$ cat config.mk
export PLATFORM = sky130hd
export DESIGN_NAME = breakpoint_address_comparator
export DESIGN_NICKNAME = d
export VERILOG_FILES = /design/src/design/bac_pkg.sv /design/src/design/breakpoint_address_comparator.sv /design/src/design/bac_cmp.sv /design/src/design/bac_table.sv
export SDC_FILE = /design/constraint.sdc
export NUM_CORES = 1
export LEC_CHECK = 0
export BUFFER_PORTS_ARGS = -buffer_cell sky130_fd_sc_hd__buf_2
export CORE_MARGIN = 2
export CORE_UTILIZATION = 40
export DETAILED_ROUTE_END_ITERATION = 7
export PLACE_DENSITY = 0.59
export SLEW_MARGIN = 5
export SYNTH_ARGS = -nofsm -noshare
export SYNTH_HDL_FRONTEND = slang
export SYNTH_HIERARCHICAL = 1
export SYNTH_SLANG_ARGS = --single-unit
$ cat constraint.sdc
create_clock -name clk -period 17.8 [get_ports clk]
set_clock_uncertainty 0.1 [all_clocks]
set_input_delay 3.56 -clock clk [delete_from_list [all_inputs] [get_ports clk]]
set_output_delay 3.56 -clock clk [all_outputs]
set_load 0.03 [all_outputs]
$ cat src/design/bac_pkg.sv
// Shared types, codes and sizes for the breakpoint address comparator.
package bac_pkg;

	// Table size and derived widths
	localparam int ENTRIES = 8;
	localparam int IDX_W   = (ENTRIES > 1) ? $clog2(ENTRIES) : 1;
	localparam int SLOT_W  = 3;
	localparam int CNT_W   = 4;
	localparam logic [31:0] TRAP_WORD = 32'hFFFF_FFFF;

	typedef enum logic [1:0] {
		ACT_SET   = 2'd0,
		ACT_CLEAR = 2'd1,
		ACT_CHECK = 2'd2
	} action_t;

	typedef enum logic [1:0] {
		STAT_OK       = 2'd0,
		STAT_FULL     = 2'd1,
		STAT_NOTFOUND = 2'd2
	} status_t;

	typedef enum logic [2:0] {
		KIND_EQ   = 3'd0,
		KIND_GT   = 3'd1,
		KIND_GE   = 3'd2,
		KIND_LT   = 3'd3,
		KIND_LE   = 3'd4,
		KIND_IN   = 3'd5,
		KIND_OUT  = 3'd6,
		KIND_MASK = 3'd7
	} kind_t;

	// Request beat
	typedef struct packed {
		logic [1:0]        action;
		logic [31:0]       address;
		logic [2:0]        kind;
		logic [15:0]       bound;
		logic [SLOT_W-1:0] slot_in;
		logic [31:0]       event_type;
		logic [31:0]       instruction;
	} req_t;

	// Response beat
	typedef struct packed {
		logic [1:0]        status;
		logic [SLOT_W-1:0] slot_out;
		logic              hit;
		logic [CNT_W-1:0]  match_count;
	} rsp_t;

	// One breakpoint table entry
	typedef struct packed {
		logic [31:0] address;
		logic [2:0]  kind;
		logic [15:0] bound;
	} entry_t;

	// Table write and clear controls
	typedef struct packed {
		logic             set_en;
		logic [IDX_W-1:0] set_idx;
		entry_t           set_entry;
		logic             clr_en;
		logic [IDX_W-1:0] clr_idx;
	} tbl_ctl_t;

endpackage

$ cat src/design/breakpoint_address_comparator.sv
// Top level: request sequencer, breakpoint table and shared compare unit.
//
// Set, clear, unused action codes and checks that do not qualify (event type
// nonzero or instruction not all ones) need no table walk: the response beat
// is valid on the cycle after the request is accepted. A qualifying check walks
// the table one entry per cycle through a single compare unit; req_stall stays
// high during the walk. The response sits in an output register, so a new
// request is taken while the previous response waits, as long as that
// register will be free. Set takes the lowest free slot and returns its index;
// a full table returns status full. match_count saturates at 15.
module breakpoint_address_comparator (
	input  logic          clk,
	input  logic          arst_n,
	input  logic          req_valid,
	output logic          req_stall,
	input  bac_pkg::req_t req,
	output logic          rsp_valid,
	input  logic          rsp_stall,
	output bac_pkg::rsp_t rsp
);
	import bac_pkg::*;

	typedef enum logic [1:0] {
		S_IDLE,
		S_WALK,
		S_DONE
	} state_t;

	state_t             state_q;
	logic               rsp_valid_q;
	rsp_t               rsp_q;
	logic [31:0]        trap_addr_q;
	logic [IDX_W-1:0]   idx_q;
	logic [CNT_W-1:0]   cnt_q;

	logic               accept;
	logic               qualify;
	logic               slot_in_range;
	logic [IDX_W-1:0]   slot_idx;
	logic               out_free;
	logic               rsp_load;
	rsp_t               rsp_next;
	tbl_ctl_t           tbl_ctl;
	entry_t             rd_entry;
	logic [ENTRIES-1:0] valid;
	logic               free_found;
	logic [IDX_W-1:0]   free_idx;
	logic               match;

	// Request handshake
	assign out_free  = !rsp_valid_q || !rsp_stall;
	assign req_stall = (state_q != S_IDLE) || !out_free;
	assign accept    = req_valid && !req_stall;

	assign qualify       = (req.event_type == '0) && (req.instruction == TRAP_WORD);
	assign slot_in_range = (32'(req.slot_in) < 32'(ENTRIES));
	assign slot_idx      = IDX_W'(req.slot_in);

	// Table write controls
	always_comb begin
		tbl_ctl                   = '0;
		tbl_ctl.set_en            = accept && (req.action == ACT_SET) && free_found;
		tbl_ctl.set_idx           = free_idx;
		tbl_ctl.set_entry.address = req.address;
		tbl_ctl.set_entry.kind    = req.kind;
		tbl_ctl.set_entry.bound   = req.bound;
		tbl_ctl.clr_en            = accept && (req.action == ACT_CLEAR) && slot_in_range
		                            && valid[slot_idx];
		tbl_ctl.clr_idx           = slot_idx;
	end

	bac_table u_table (
		.clk        (clk),
		.arst_n     (arst_n),
		.ctl        (tbl_ctl),
		.rd_idx     (idx_q),
		.rd_entry   (rd_entry),
		.valid      (valid),
		.free_found (free_found),
		.free_idx   (free_idx)
	);

	bac_cmp u_cmp (
		.ent       (rd_entry),
		.trap_addr (trap_addr_q),
		.match     (match)
	);

	// Build the next response beat and decide when to load it
	always_comb begin
		rsp_load = 1'b0;
		rsp_next = '0;
		case (state_q)
			S_IDLE: begin
				if (accept) begin
					case (req.action)
						ACT_SET: begin
							rsp_load = 1'b1;
							if (free_found) begin
								rsp_next.status   = STAT_OK;
								rsp_next.slot_out = SLOT_W'(free_idx);
							end else begin
								rsp_next.status = STAT_FULL;
							end
						end
						ACT_CLEAR: begin
							rsp_load = 1'b1;
							if (slot_in_range && valid[slot_idx]) begin
								rsp_next.status = STAT_OK;
							end else begin
								rsp_next.status = STAT_NOTFOUND;
							end
						end
						ACT_CHECK: begin
							rsp_load = !qualify;
						end
						default: begin
							rsp_load = 1'b1;
						end
					endcase
				end
			end
			S_DONE: begin
				// Hold until the output register frees up
				rsp_load             = out_free;
				rsp_next.status      = STAT_OK;
				rsp_next.hit         = (cnt_q != '0);
				rsp_next.match_count = cnt_q;
			end
			default: ;
		endcase
	end

	// Sequencer and response register
	always_ff @(posedge clk or negedge arst_n) begin
		if (!arst_n) begin
			state_q     <= S_IDLE;
			rsp_valid_q <= 1'b0;
			rsp_q       <= '0;
			trap_addr_q <= '0;
			idx_q       <= '0;
			cnt_q       <= '0;
		end else begin
			// Load a new response, or drop the current one once taken
			if (rsp_load) begin
				rsp_valid_q <= 1'b1;
				rsp_q       <= rsp_next;
			end else if (rsp_valid_q && !rsp_stall) begin
				rsp_valid_q <= 1'b0;
			end
			case (state_q)
				S_IDLE: begin
					if (accept && (req.action == ACT_CHECK) && qualify) begin
						trap_addr_q <= req.address;
						idx_q       <= '0;
						cnt_q       <= '0;
						state_q     <= S_WALK;
					end
				end
				S_WALK: begin
					// Count hits, saturating
					if (valid[idx_q] && match && (cnt_q != '1)) begin
						cnt_q <= cnt_q + CNT_W'(1);
					end
					if (idx_q == IDX_W'(ENTRIES - 1)) begin
						state_q <= S_DONE;
					end else begin
						idx_q <= idx_q + IDX_W'(1);
					end
				end
				S_DONE: begin
					if (out_free) begin
						state_q <= S_IDLE;
					end
				end
				default: begin
					state_q <= S_IDLE;
				end
			endcase
		end
	end

	assign rsp_valid = rsp_valid_q;
	assign rsp       = rsp_q;

endmodule

$ cat src/design/bac_cmp.sv
// Shared compare unit: tests one table entry against the trap address.
module bac_cmp (
	input  bac_pkg::entry_t ent,
	input  logic [31:0]     trap_addr,
	output logic            match
);
	import bac_pkg::*;

	logic [31:0] range_end;
	logic [31:0] bound_ext;

	// Range end wraps at 32 bits
	assign bound_ext = 32'(ent.bound);
	assign range_end = ent.address + bound_ext;

	// Select the comparison by the entry's kind
	always_comb begin
		case (kind_t'(ent.kind))
			KIND_EQ:   match = (trap_addr == ent.address);
			KIND_GT:   match = (trap_addr > ent.address);
			KIND_GE:   match = (trap_addr >= ent.address);
			KIND_LT:   match = (trap_addr < ent.address);
			KIND_LE:   match = (trap_addr <= ent.address);
			KIND_IN:   match = (ent.address <= trap_addr) && (trap_addr < range_end);
			KIND_OUT:  match = (ent.address > trap_addr) || (trap_addr >= range_end);
			KIND_MASK: match = ((trap_addr & bound_ext) == ent.address);
			default:   match = 1'b0;
		endcase
	end

endmodule

$ cat src/design/bac_table.sv
// Breakpoint table: valid bits, entry storage and lowest-free-slot search.
module bac_table (
	input  logic                        clk,
	input  logic                        arst_n,
	input  bac_pkg::tbl_ctl_t           ctl,
	input  logic [bac_pkg::IDX_W-1:0]   rd_idx,
	output bac_pkg::entry_t             rd_entry,
	output logic [bac_pkg::ENTRIES-1:0] valid,
	output logic                        free_found,
	output logic [bac_pkg::IDX_W-1:0]   free_idx
);
	import bac_pkg::*;

	logic [ENTRIES-1:0] valid_q;
	entry_t             entry_q [ENTRIES];

	// Track which slots are in use
	always_ff @(posedge clk or negedge arst_n) begin
		if (!arst_n) begin
			valid_q <= '0;
		end else begin
			if (ctl.set_en) begin
				valid_q[ctl.set_idx] <= 1'b1;
			end
			if (ctl.clr_en) begin
				valid_q[ctl.clr_idx] <= 1'b0;
			end
		end
	end

	// Store entry payload on set
	always_ff @(posedge clk) begin
		if (ctl.set_en) begin
			entry_q[ctl.set_idx] <= ctl.set_entry;
		end
	end

	// Find the lowest free slot
	always_comb begin
		free_found = 1'b0;
		free_idx   = '0;
		for (int i = ENTRIES - 1; i >= 0; i--) begin
			if (!valid_q[i]) begin
				free_found = 1'b1;
				free_idx   = IDX_W'(i);
			end
		end
	end

	assign rd_entry = entry_q[rd_idx];
	assign valid    = valid_q;

endmodule
; Word level (Yosys, flattened, before mapping)
; Memory sizes are Yosys's and may differ from the RTL's.
; Cells that the tools add are included.
[op_classes]
eq_ne = 21
reduce_logical = 34
n_div = 0
mul = 0
bitwise = 4
shifts = 0
n_mux = 53
magnitude_cmp = 13
add_sub_neg = 3
[op_table]
columns = cell, n
row1 = $eq A32 B32 Y1, 2
row2 = $ge A32 B32 Y1, 2
row3 = $gt A32 B32 Y1, 2
row4 = $le A32 B32 Y1, 2
row5 = $lt A32 B32 Y1, 2
row6 = $mux W3, 13
row7 = $add A32 B16 Y32, 1
row8 = $and A32 B16 Y32, 1
row9 = $eq A32 B32 Y1 const B, 1
row10 = $logic_not A32 Y1, 1
row11 = $mux W1, 19
row12 = $mux W8, 2
row13 = $eq A3 B3 Y1 const B, 5
row14 = $logic_and A1 B1 Y1, 14
row15 = $lt A3 B4 Y1 const B, 3
row16 = $mux W2, 5
row17 = $mux W5, 2
row18 = $ne A2 B2 Y1 const B, 5
row19 = $reduce_and A3 Y1, 3
row20 = $and A8 B8 Y8, 1
row21 = $mux W4, 2
row22 = $not A8 Y8, 1
row23 = $or A8 B8 Y8, 1
row24 = $pmux W1 S8, 1
row25 = other kinds (22), 37
[word_totals]
input_bits = 124
rom_bits = 0
regBits = 60
latchBits = 0
memories = 1
mem_bits_rw = 408
[mem_list]
columns = memory, depth, width, read_ports, rd_clocked_by_memory_dff, wr, line
row1 = u_table.entry_q, 8, 51, 1, 0, 1, bac_table.sv:15  ; entry_t entry_q [ENTRIES];

; Logic depth before layout (Yosys ltp)
; Gate-level depths: netlist of the first run.
[logic_depth]
depth_word = 16
mapped_depth = 28

; By module
; The synthesis of the first run kept the hierarchy.
[by_module_without_submodules]
columns = module, instances, area_per_inst_um2, cells_each, seq_area_each_um2
row1 = bac_table, 1, 15742.6, 639, 12451.9
row2 = bac_cmp, 1, 2924.1, 400, 0.0
row3 = breakpoint_address_comparator, 1, 2562.5, 212, 1301.2

; Worst setup path after synthesis of the first run
; No wires, ideal clock.
[synth_path]
path_kind = input to register
from = input port rsp_stall
to = memory u_table/entry_q[4][0] (netlist name) (enable)
path_buffers = 0
required_time_ns = 17.109
path_stages = 4
arrival_time_ns = 9.531
setup_slack_ns = 7.578
cell_sequence = nand2_1 -> nand3_1 -> nor4b_1 -> nor4bb_1
[synth_rtl]
columns = element, line
row1 = "start, declared", breakpoint_address_comparator.sv:18  ; input logic rsp_stall,
row2 = "end, declared", bac_table.sv:15

; Worst setup path after layout of the first run
[layout_path]
from = input port rsp_stall
to = output port req_stall
[layout_via]
elab_chain_len = 4
[layout_rtl]
columns = element, line
row1 = $logic_not A1 Y1, breakpoint_address_comparator.sv:51  ; assign out_free = !rsp_valid_q || !rsp_stall;
row2 = $logic_or A1 B1 Y1, breakpoint_address_comparator.sv:51
row3 = $logic_not A1 Y1, breakpoint_address_comparator.sv:52  ; assign req_stall = (state_q != S_IDLE) || !out_free;
row4 = $logic_or A1 B1 Y1, breakpoint_address_comparator.sv:52
row5 = "end, declared", breakpoint_address_comparator.sv:15  ; output logic req_stall,
; No other way between the ends.

==> summary.md, run 1 <==
| Metric | Value |
|---|---|
| Yosys cell types | between 70 and 80 |
| Post_cts resized | 0 |
| Slew Viols, Final | 0 |
| CP Max Fanout | 4 |
| Core area | 0.0526 mm2 |
| Simple-gate area share of the yosys netlist | under 10% |
| Area share of the largest cell type after synthesis | between 50% and 60% |
| Outcome | complete, no violations |
| DR vias | 11800 |
| Width of the die | 234 um |
| Largest net degree at the start of global routing | 61 |
| Worst-Margin Slew | about 1100 ps |
| Final setup viols | 0 |
| Most frequent cells in the layout | edfxtp_1, buf_2, mux4_2 |
| Num Clock Sinks | approximately 470 |
| Initial antenna violation count | 6 |
| Post-synthesis sequential area ratio | 64.8% |
| Row cnt | 84 |
| Worst endpoint required time | 14140 ps |
| Mean Syn Cell Area | 17.0 um2 |
| RSZ-0062 raised after global routing | no |
| Synth Area in Adders | 5.05% |
| Slew margin rel. | 24.8% |
| Area Overhead vs Synth | 14.8% |
| Power per Cell Area | around 98 mW/mm2 |
| Tcrit/Tclk final | 43.1% |
| Nets | around 1600 |
| Setup CP Type | in -> out |
| Syn nets | roughly 1500 |
| Syn Inst Count | 1251 |
| First-pass GRT wire length | 71900 um |
| Fmax | 0.130 GHz |
| CP Data Arrival Time | 4020 ps |
| Mux contribution to synthesized area | 15.8% |
| Post-synth EDFFs | approximately 410 |
| Total global-route track usage | 17.5% |
| Antenna-violating nets left | 0 |
| Number of global-route vias before repair | 12100 |
| Placer Congestion | between 0.8 and 0.9 |
| Min Tclk post-route | 7680 ps |
| Peak supply drop | 0.0000594 V |
| CTS tree | yes |
| HP Class | reg -> reg |
| Setup crit start kind | input pin |
| Critical Path End Type | output pin |
| Clk Tree Root Cell | clkbuf_16 |
| Grt total ovfl | 0 |
| Lkg Pwr | 8.64 nW |
| H-tree depth | 2 |
| Setup bufs post-CTS | 0 |
| Total of max-cap violations | 0 |
| PortBufs | approximately 140 |
| Die Area | about 0.055 mm2 |
| Cell taking the most area after synthesis | edfxtp_1 |
| Layout cell share with drive strength beyond 1 | 29.8% |
| Async S/R FF share, synth | 12.8% |
| Area fraction in compound gates after synthesis | ~4% |
| Routed WL | ~47000 um |
| Sum Neg Setup Slack | 0 ps |
| Later-pin clock latency in the skew report | 590 ps |
| Final Hold Viols | 0 |
| Clock Pin Slew Worst Setup and Hold Paths | 60 ps |
| Most common cell after layout, fill and taps aside | edfxtp_1 |
| Area contributors post-synth | edfxtp_1, mux4_2, dfrtp_1 |
| # IOs | 136 |
| Largest family of logic cells by synthesized area | multiplexers |
| DR DRC count | 0 |
| Via-per-instance ratio | 5.49 |
| Yosys warns | 6 |
| Mapped Area | roughly 0.021 mm2 |
| Initial Util | 40.4% |
| Hold Worst Slack | 429 ps |
| Die H | 234 um |
| Yosys reg bits | 468 |
| Router iterations before antenna repair | 5 |
| # hold bufs at CTS | 0 |
| Dpl hpwl | 28700 um |
| Synth Area in XOR/XNOR | 1.98% |
| CTS max path bufs | 3 |
| Filler cells | about 4500 |
| CTS Buf Count | 48 |
| Primary FF master, synth | edfxtp_1 |
| DRT iter0 DRCs | 730 |
| WL/cell | about 22 um |
==> per-stage QoR <==
| step | area [um2] | setup WS [ps] | util [%] | power [mW] | instances |
|---|---|---|---|---|---|
| 6_report | 24400 | 10120 | 46.4 | 2.39 | 2147 |
| 5_1_grt | 24400 | 9650 | 46.4 | 2.47 | 2147 |
| 4_1_cts | 24400 | 10120 | 46.4 | 2.42 | 2146 |
| 3_5_place_dp | 22700 | 10120 | 43.3 | 1.38 | 2056 |
| 3_3_place_gp | 22700 | 10100 | 43.3 | 1.37 | 2056 |
| 2_1_floorplan | 21200 | 7580 | - | 1.32 | 1251 |
==> layer usage <==
layer	track usage [%]	routed length (um)	up-vias
met4	4.36	850	10
li1	-	-	5373
met3	3.22	2260	69
met2	28.6	22800	242
met5	0	58	-
met1	24.2	21500	6096
==> final timing paths <==
path | depth (start not counted) | end | slack [ps] | start
max | 4 | req_stall | 10120 | rsp_stall
min | 2 | rsp[9]$_DFFE_PN0P_ | 430 | rsp[9]$_DFFE_PN0P_
max reg2reg | 22 | cnt_q[2]$_DFFE_PN0P_ | 10210 | idx_q[1]$_DFFE_PN0P_
min reg2reg | 2 | rsp[9]$_DFFE_PN0P_ | 430 | rsp[9]$_DFFE_PN0P_
max in group asynchronous | 2 | idx_q[1]$_DFFE_PN0P_ | 13800 | arst_n
min in group asynchronous | 2 | rsp[6]$_DFFE_PN0P_ | 3070 | arst_n
==> cell type report <==
type,instances,area [um2],area share [%]
Multi-Input combinational cell,692,7100,29.1
Clock inverter,23,295,1.21
Antenna cell,1,2.50,0.0103
Timing Repair Buffer,151,796,3.26
Sequential cell,468,13800,56.5
Tap cell,688,861,3.53
Clock buffer,67,1350,5.55
Inverter,57,214,0.878
==> power by group <==
part           switching, mW  internal [mW]
combinational         0.0725         0.0354
clock                  0.414          0.620
sequential            0.0153           1.23
==> critical path, cell delays in order <==
cell     delay (ps)
buf_2           110
nand2_1         120
nand2_1          60
buf_2           180
==> flip-flops by register name, indices dropped and copies added (netlist names) <==
name             count
trap_addr_q         32
state_q              2
rsp                 10
u_table/valid        8
idx_q                3
rsp_valid            1
u_table/entry_q    408
cnt_q                4
==> cells in the mapped netlist, types with 4 or more instances <==
cell type,number
o32a_1,4
nor4b_1,7
or3_1,4
buf_6,11
mux4_2,106
a31oi_1,5
a211oi_1,6
nand2b_1,14
mux2i_1,4
nand2_1,57
clkbuf_1,10
inv_1,57
o31ai_1,7
nor3_1,16
xnor2_1,25
and3_1,7
o21ai_0,20
nor2_1,33
nor4_1,17
mux2_2,83
nor2b_1,5
or4_1,4
edfxtp_1,408
o21ai_1,6
buf_2,7
nand3_1,21
ha_1,84
dfrtp_1,60
a21o_1,5
xor2_1,23
nand4_1,30
a21oi_1,39
buf_1,5
==> kinds of logic after synthesis <==
family	Yosys count
XOR/XNOR	48
multiplexers	193
AND/OR/NAND/NOR	239
flip-flops	468
AO/OA/AOI/OAI	127
adder cells (fa/ha/maj)	85
buffers and inverters	91
Note: power is estimated with default switching activity, not from simulation.
==> run 2, diff against run 1 <==
- PLACE_DENSITY: 0.59 -> 0.62
- clock period: 17.8 -> 6.4 ns (I/O delays scaled with it)
==> run 2 against run 1 <==
Effect of this change:
- combinational power grew to 2.9 times the previous value
- register-to-register slack worse by 10000 ps
- worst hold slack gained 4.7 ps
- routed wire length rose by 1.8%
- die area unchanged
- global-route usage up 0.24 points
- sequential power grew to 2.8 times the previous value
- final area rose by 3.1%
- clock-buffer cell count unchanged
- cell count up 1.9%
- critical path depth rose by 21
- critical endpoint is now cnt_q[2]$_DFFE_PN0P_
- clock power grew to 2.8 times the previous value
==> summary.md, run 2 (synthesis gave the netlist of run 1 again) <==
| Metric | Value |
|---|---|
| Most common cell after layout, fill and taps aside | edfxtp_1 |
| Die H | ~230 um |
| CTS tree | yes |
| Buffers and inverters on the worst path | 1 |
| Critical Path End Type | flip-flop |
| Initial Util | 40.4% |
| Final setup viols | 0 |
| DR top layer | met5 |
| Width of the die | around 230 um |
| Largest net degree at the start of global routing | 67 |
| Grt total ovfl | 0 |
| Layout cell share with drive strength beyond 1 | 33.9% |
| CP max stage delay | 550 ps |
| Multi-input gate area | 0.00738 mm2 |
| CP Data Arrival Time | 6470 ps |
| PortBufs | 135 |
| Total global-route track usage | 17.7% |
| Tcrit/Tclk final | about 96% |
| Via-per-instance ratio | 5.48 |
| CTS Buf Count | 48 |
| Setup CP Type | reg -> reg |
| Die Area | 0.0549 mm2 |
| WL/cell | 22.1 um |
| Most frequent cells in the layout | edfxtp_1, buf_2, mux4_2 |
| Initial antenna violation count | 6 |
| Router iterations before antenna repair | 4 |
| DR DRC count | 0 |
| Placer Congestion | 0.889 |
| Area Overhead vs Synth | 18.4% |
| Clock Pin Slew Worst Setup and Hold Paths | around 60 ps |
| Area occupied by registers | roughly 0.014 mm2 |
| HP Class | reg -> reg |
| DR WL met2 | 23500 um |
| Max reg flops | between 400 and 500 |
| Metal-1 WL | 21700 um |
| Total power draw | between 6 and 7 mW |
| # IOs | ~140 |
| Nets | 1669 |
| Peak supply drop | 0.000197 V |
| Final Hold Viols | 0 |
| Setup crit start kind | flip-flop |
| First-pass GRT wire length | 72900 um |
| Number of global-route vias before repair | 12200 |
| Fmax | approximately 0.16 GHz |
| Worst-Margin Slew | 999 ps |
| Lkg Pwr | 8.98 nW |
| Slew Viols, Final | 0 |
| CP Max Fanout | 7 |
| Slowest-stage cell, CP | or4_4 |
| Filler cells | 4413 |
| Total of max-cap violations | 0 |
| Antenna-violating nets left | 0 |
| Row cnt | 84 |
| H-tree depth | 2 |
| Worst endpoint required time | between 6000 and 7000 ps |
| Num Clock Sinks | 468 |
| RSZ-0062 raised after global routing | yes |
| Outcome | complete, no violations |
| Top delay family on crit path | simple AND/OR/NAND/NOR gates |
| DRT iter0 DRCs | 788 |
| Met3 WL | 2200 um |
| DR vias | 12000 |
| Routed WL | 48300 um |
| Largest Register | u_table/entry_q |
| CTS max path bufs | 3 |
| Post-layout util | 47.8% |
| Slew margin rel. | 32.5% |
| Core area | 0.0526 mm2 |
| Power per Cell Area | ~260 mW/mm2 |
| Clk Tree Root Cell | clkbuf_16 |
| Dpl hpwl | 30500 um |
| Most used cell, CP | a21oi_2 |
| Later-pin clock latency in the skew report | approximately 570 ps |
| Min Tclk post-route | 6150 ps |
## run 2: cell types whose count changed in the layout (fill, tap and decap cells not counted), sizes merged
cell / before / now
clkinvlp: 1 / 2
inv: 59 / 57
buf: 151 / 191
clkinv: 14 / 12
bufinv: 6 / 7
clkbuf: 67 / 69
## run 2: metal layers
layer	vias to the layer above	track usage, %
met5	-	0
met4	10	4.78
met3	64	3.21
met2	243	28.5
met1	6213	24.8
li1	5457	-
## run 2: tightest hold or removal path, delay by kind of cell (launching register included)
kind | cells | cell delay [ps]
and+or+nand+nor | 1 | 70
DFF | 1 | 350
muxes | 1 | 70
## run 2: layout make-up
class                           instances  area share, %
Antenna cell                            1        0.00996
Clock buffer                           67           5.35
Clock inverter                         21           1.14
Inverter                               57          0.852
Multi-Input combinational cell        692           29.4
Sequential cell                       468           54.8
Tap cell                              688           3.43
Timing Repair Buffer                  193           5.08
## run 2: where the power goes
part | leakage, nW | internal (mW) | switching, mW | total, mW
Sequential | 4.46 | 3.42 | 0.0436 | 3.47
Combinational | 3.74 | 0.102 | 0.207 | 0.308
Clock | 0.788 | 1.75 | 1.13 | 2.87
Total | 8.98 | 5.27 | 1.38 | 6.65
## run 2: path summary, 6_finish.rpt
check	startpoint	endpoint	slack, ps	cells after the start
setup / recovery	idx_q[1]$_DFFE_PN0P_	cnt_q[2]$_DFFE_PN0P_	250	25
max in group asynchronous	arst_n	idx_q[2]$_DFFE_PN0P_	4700	2
min in group asynchronous	arst_n	idx_q[1]$_DFFE_PN0P_	810	2
hold reg to reg	rsp[3]$_DFFE_PN0P_	rsp[3]$_DFFE_PN0P_	430	2
hold / removal	rsp[3]$_DFFE_PN0P_	rsp[3]$_DFFE_PN0P_	430	2
setup reg to reg	idx_q[1]$_DFFE_PN0P_	cnt_q[2]$_DFFE_PN0P_	250	25
## run 2: metrics by stage
step                cell area [um2]  TNS (ps)  setup WS [ps]  instances  hold WS (ps)
floorplan                     21200         0            460       1251           400
global placement              23000         0            116       2078           425
detailed placement            23000     -7.59          -7.59       2078           422
CTS                           24700         0           31.8       2167           435
global route                  25100     -73.1          -73.1       2186           457
finish                        25100         0            253       2187           434
## run 2: timing repair
item | CTS | global route
buffers inserted | 0 | 17
setup endpoints to repair | 1 | 4
hold buffers | 0 | 0
hold endpoints to repair | 0 | 0
cloned | 1 | 2
pin swaps | 0 | 32
resized for setup | 2 | 51
==> run 3, diff against run 2 <==
- CORE_UTILIZATION: 40 -> 50
- PLACE_DENSITY: 0.62 -> 0.73
- SLEW_MARGIN: 5 -> 20
==> run 3 against run 2 <==
Effect of this change:
- via count is 0.72% higher
- routed wire length shrank 6.1%
- total power shrank 2.1%
- combinational power barely moved
- global-route usage grew 2.8 points
- sequential share of layout area increased by 0.58 points
- clock-buffer cell count fell by 8
- die area shrank 20%
- clock power decreased by 5%
- worst hold slack got worse by 1.0 ps
- fmax down 0.22%
- non-clock buffer count is 2 lower
- critical path type unchanged
- critical endpoint unchanged
==> summary.md, run 3 (synthesis gave the netlist of run 1 again) <==
| Metric | Value |
|---|---|
| Critical Path End Type | flip-flop |
| Die H | 210 um |
| CP Data Arrival Time | 6470 ps |
| Grt total ovfl | 0 |
| CP Max Fanout | 8 |
| DRT iter0 DRCs | about 910 |
| Later-pin clock latency in the skew report | around 570 ps |
| Initial Util | 50.6% |
| Number of global-route vias before repair | roughly 12000 |
| Die Area | 0.0441 mm2 |
| Final setup viols | 0 |
| Most common cell after layout, fill and taps aside | edfxtp_1 |
| Largest Register | u_table/entry_q |
| Max reg flops | a little over 400 |
| Core area | 0.0419 mm2 |
| Final instance area | 0.0249 mm2 |
| CTS Buf Count | 46 |
| HP Class | reg -> reg |
| Initial antenna violation count | 2 |
| Clk Tree Root Cell | clkbuf_16 |
| Via-per-instance ratio | 5.94 |
| Most frequent cells in the layout | edfxtp_1, buf_2, mux4_2 |
| Width of the die | 210 um |
| Worst endpoint required time | 6710 ps |
| First-pass GRT wire length | between 60000 and 70000 um |
| DR vias | 12100 |
| Placer Congestion | 0.853 |
| CTS max path bufs | 3 |
| PortBufs | between 100 and 150 |
| Lkg Pwr | 8.91 nW |
| Final Hold Viols | 0 |
| # IOs | 136 |
| Router iterations before antenna repair | 5 |
| Outcome | complete, no violations |
| Post-Place Cell Area | 0.0228 mm2 |
| Tcrit/Tclk final | 96.2% |
| Total global-route track usage | between 20% and 30% |
| Setup CP Type | reg -> reg |
| Slew margin rel. | 29.7% |
| Setup crit start kind | flip-flop |
| CTS tree | yes |
| DP Worst Slack | -52.9 ps |
| Post-layout util | 59.3% |
| Slew Viols, Final | 0 |
| Row cnt | 75 |
| Filler cells | 3043 |
| Setup ws final | 240 ps |
| Num Clock Sinks | around 470 |
| Total of max-cap violations | 0 |
| H-tree depth | 2 |
| Largest net degree at the start of global routing | 61 |
| DR DRC count | 0 |
| Dpl hpwl | 28400 um |
| Peak supply drop | 0.000189 V |
| Area Overhead vs Synth | 17.1% |
| Clock Pin Slew Worst Setup and Hold Paths | 60 ps |
| # hold bufs at CTS | 0 |
| Total inserted antenna cells | 0 |
| WL/cell | approximately 22 um |
| Min Tclk post-route | between 6000 and 7000 ps |
| Nets | 1665 |
| Fmax | roughly 0.16 GHz |
| Routed WL | 45300 um |
| Power per Cell Area | 262 mW/mm2 |
| Worst-Margin Slew | 1050 ps |
| Layout cell share with drive strength beyond 1 | 34.6% |
| Antenna-violating nets left | 0 |
run 3: cell count changes in the layout (fill, tap and decap cells not counted), moves of 3 or more:
cell,change
clkinvlp_4,+4
mux2_2,+6
buf_4,-7
clkbuf_16,-3
ha_4,-3
clkbuf_1,-7
mux2_4,-6
inv_6,+3
buf_6,+3
run 3: power breakdown:
group	leakage, nW	switching [mW]	internal, mW
sequential	4.46	0.0430	3.42
combinational	3.70	0.203	0.103
clock	0.750	1.12	1.62
run 3: final timing paths:
path / endpoint / from / depth (start not counted) / slack (ps)
worst max-delay path: cnt_q[2]$_DFFE_PN0P_ / idx_q[1]$_DFFE_PN0P_ / 27 / 240
max in group asynchronous: idx_q[0]$_DFFE_PN0P_ / arst_n / 2 / 4750
worst max register to register: cnt_q[2]$_DFFE_PN0P_ / idx_q[1]$_DFFE_PN0P_ / 27 / 240
worst min register to register: rsp[3]$_DFFE_PN0P_ / rsp[3]$_DFFE_PN0P_ / 2 / 430
min in group asynchronous: idx_q[2]$_DFFE_PN0P_ / arst_n / 2 / 810
worst min-delay path: rsp[3]$_DFFE_PN0P_ / rsp[3]$_DFFE_PN0P_ / 2 / 430
run 3: per-layer routing:
layer / share of wire, % / track usage [%]
met1: 44 / 29.0
met2: 49 / 33.9
met3: 5.4 / 3.32
met4: 1.6 / 4.43
met5: 0.051 / 0
run 3: repair_timing:
item / CTS / global route
setup endpoints to repair: 4 / 4
resized for setup: 5 / 54
pin swaps: 0 / 30
cloned: 0 / 2
setup buffers: 2 / 14
run 3: final cells by class:
cell class | instances | area (um2) | share of cell area [%]
Inverter | 57 | 214 | 0.860
Timing Repair Buffer | 191 | 1290 | 5.17
Clock buffer | 59 | 1270 | 5.11
Sequential cell | 468 | 13800 | 55.3
Clock inverter | 27 | 305 | 1.23
Multi-Input combinational cell | 692 | 7350 | 29.6
Tap cell | 539 | 674 | 2.71
run 3: per-stage QoR:
stage,power (mW),hold slack (ps),cells,setup TNS [ps]
after floorplan,3.66,400,1251,0
after global routing,6.71,454,2033,-9.32
after global placement,3.82,420,1930,0
final,6.51,433,2033,0
after CTS,6.56,436,2018,0
after detailed placement,3.84,423,1930,-52.9
run 3: worst max-delay path: stages (launching register included):
cell and delay [ps]:
dfrtp_4 520, buf_12 150, buf_12 140, mux4_2 490, mux2_4 310, ha_4 270
and2_4 150, and3_4 180, nand3b_1 90, a41oi_2 280, o2111ai_2 230, a311oi_4 340
buf_12 170, nand3_2 70, xor2_1 150, ha_1 330, a211oi_2 280, o221ai_2 140
a21oi_2 150, o22ai_2 110, a211o_1 230, a21oi_1 130, a211oi_1 80, a21oi_2 220
nand4b_1 200, nor3b_2 260, xnor2_1 150, nor2_1 60
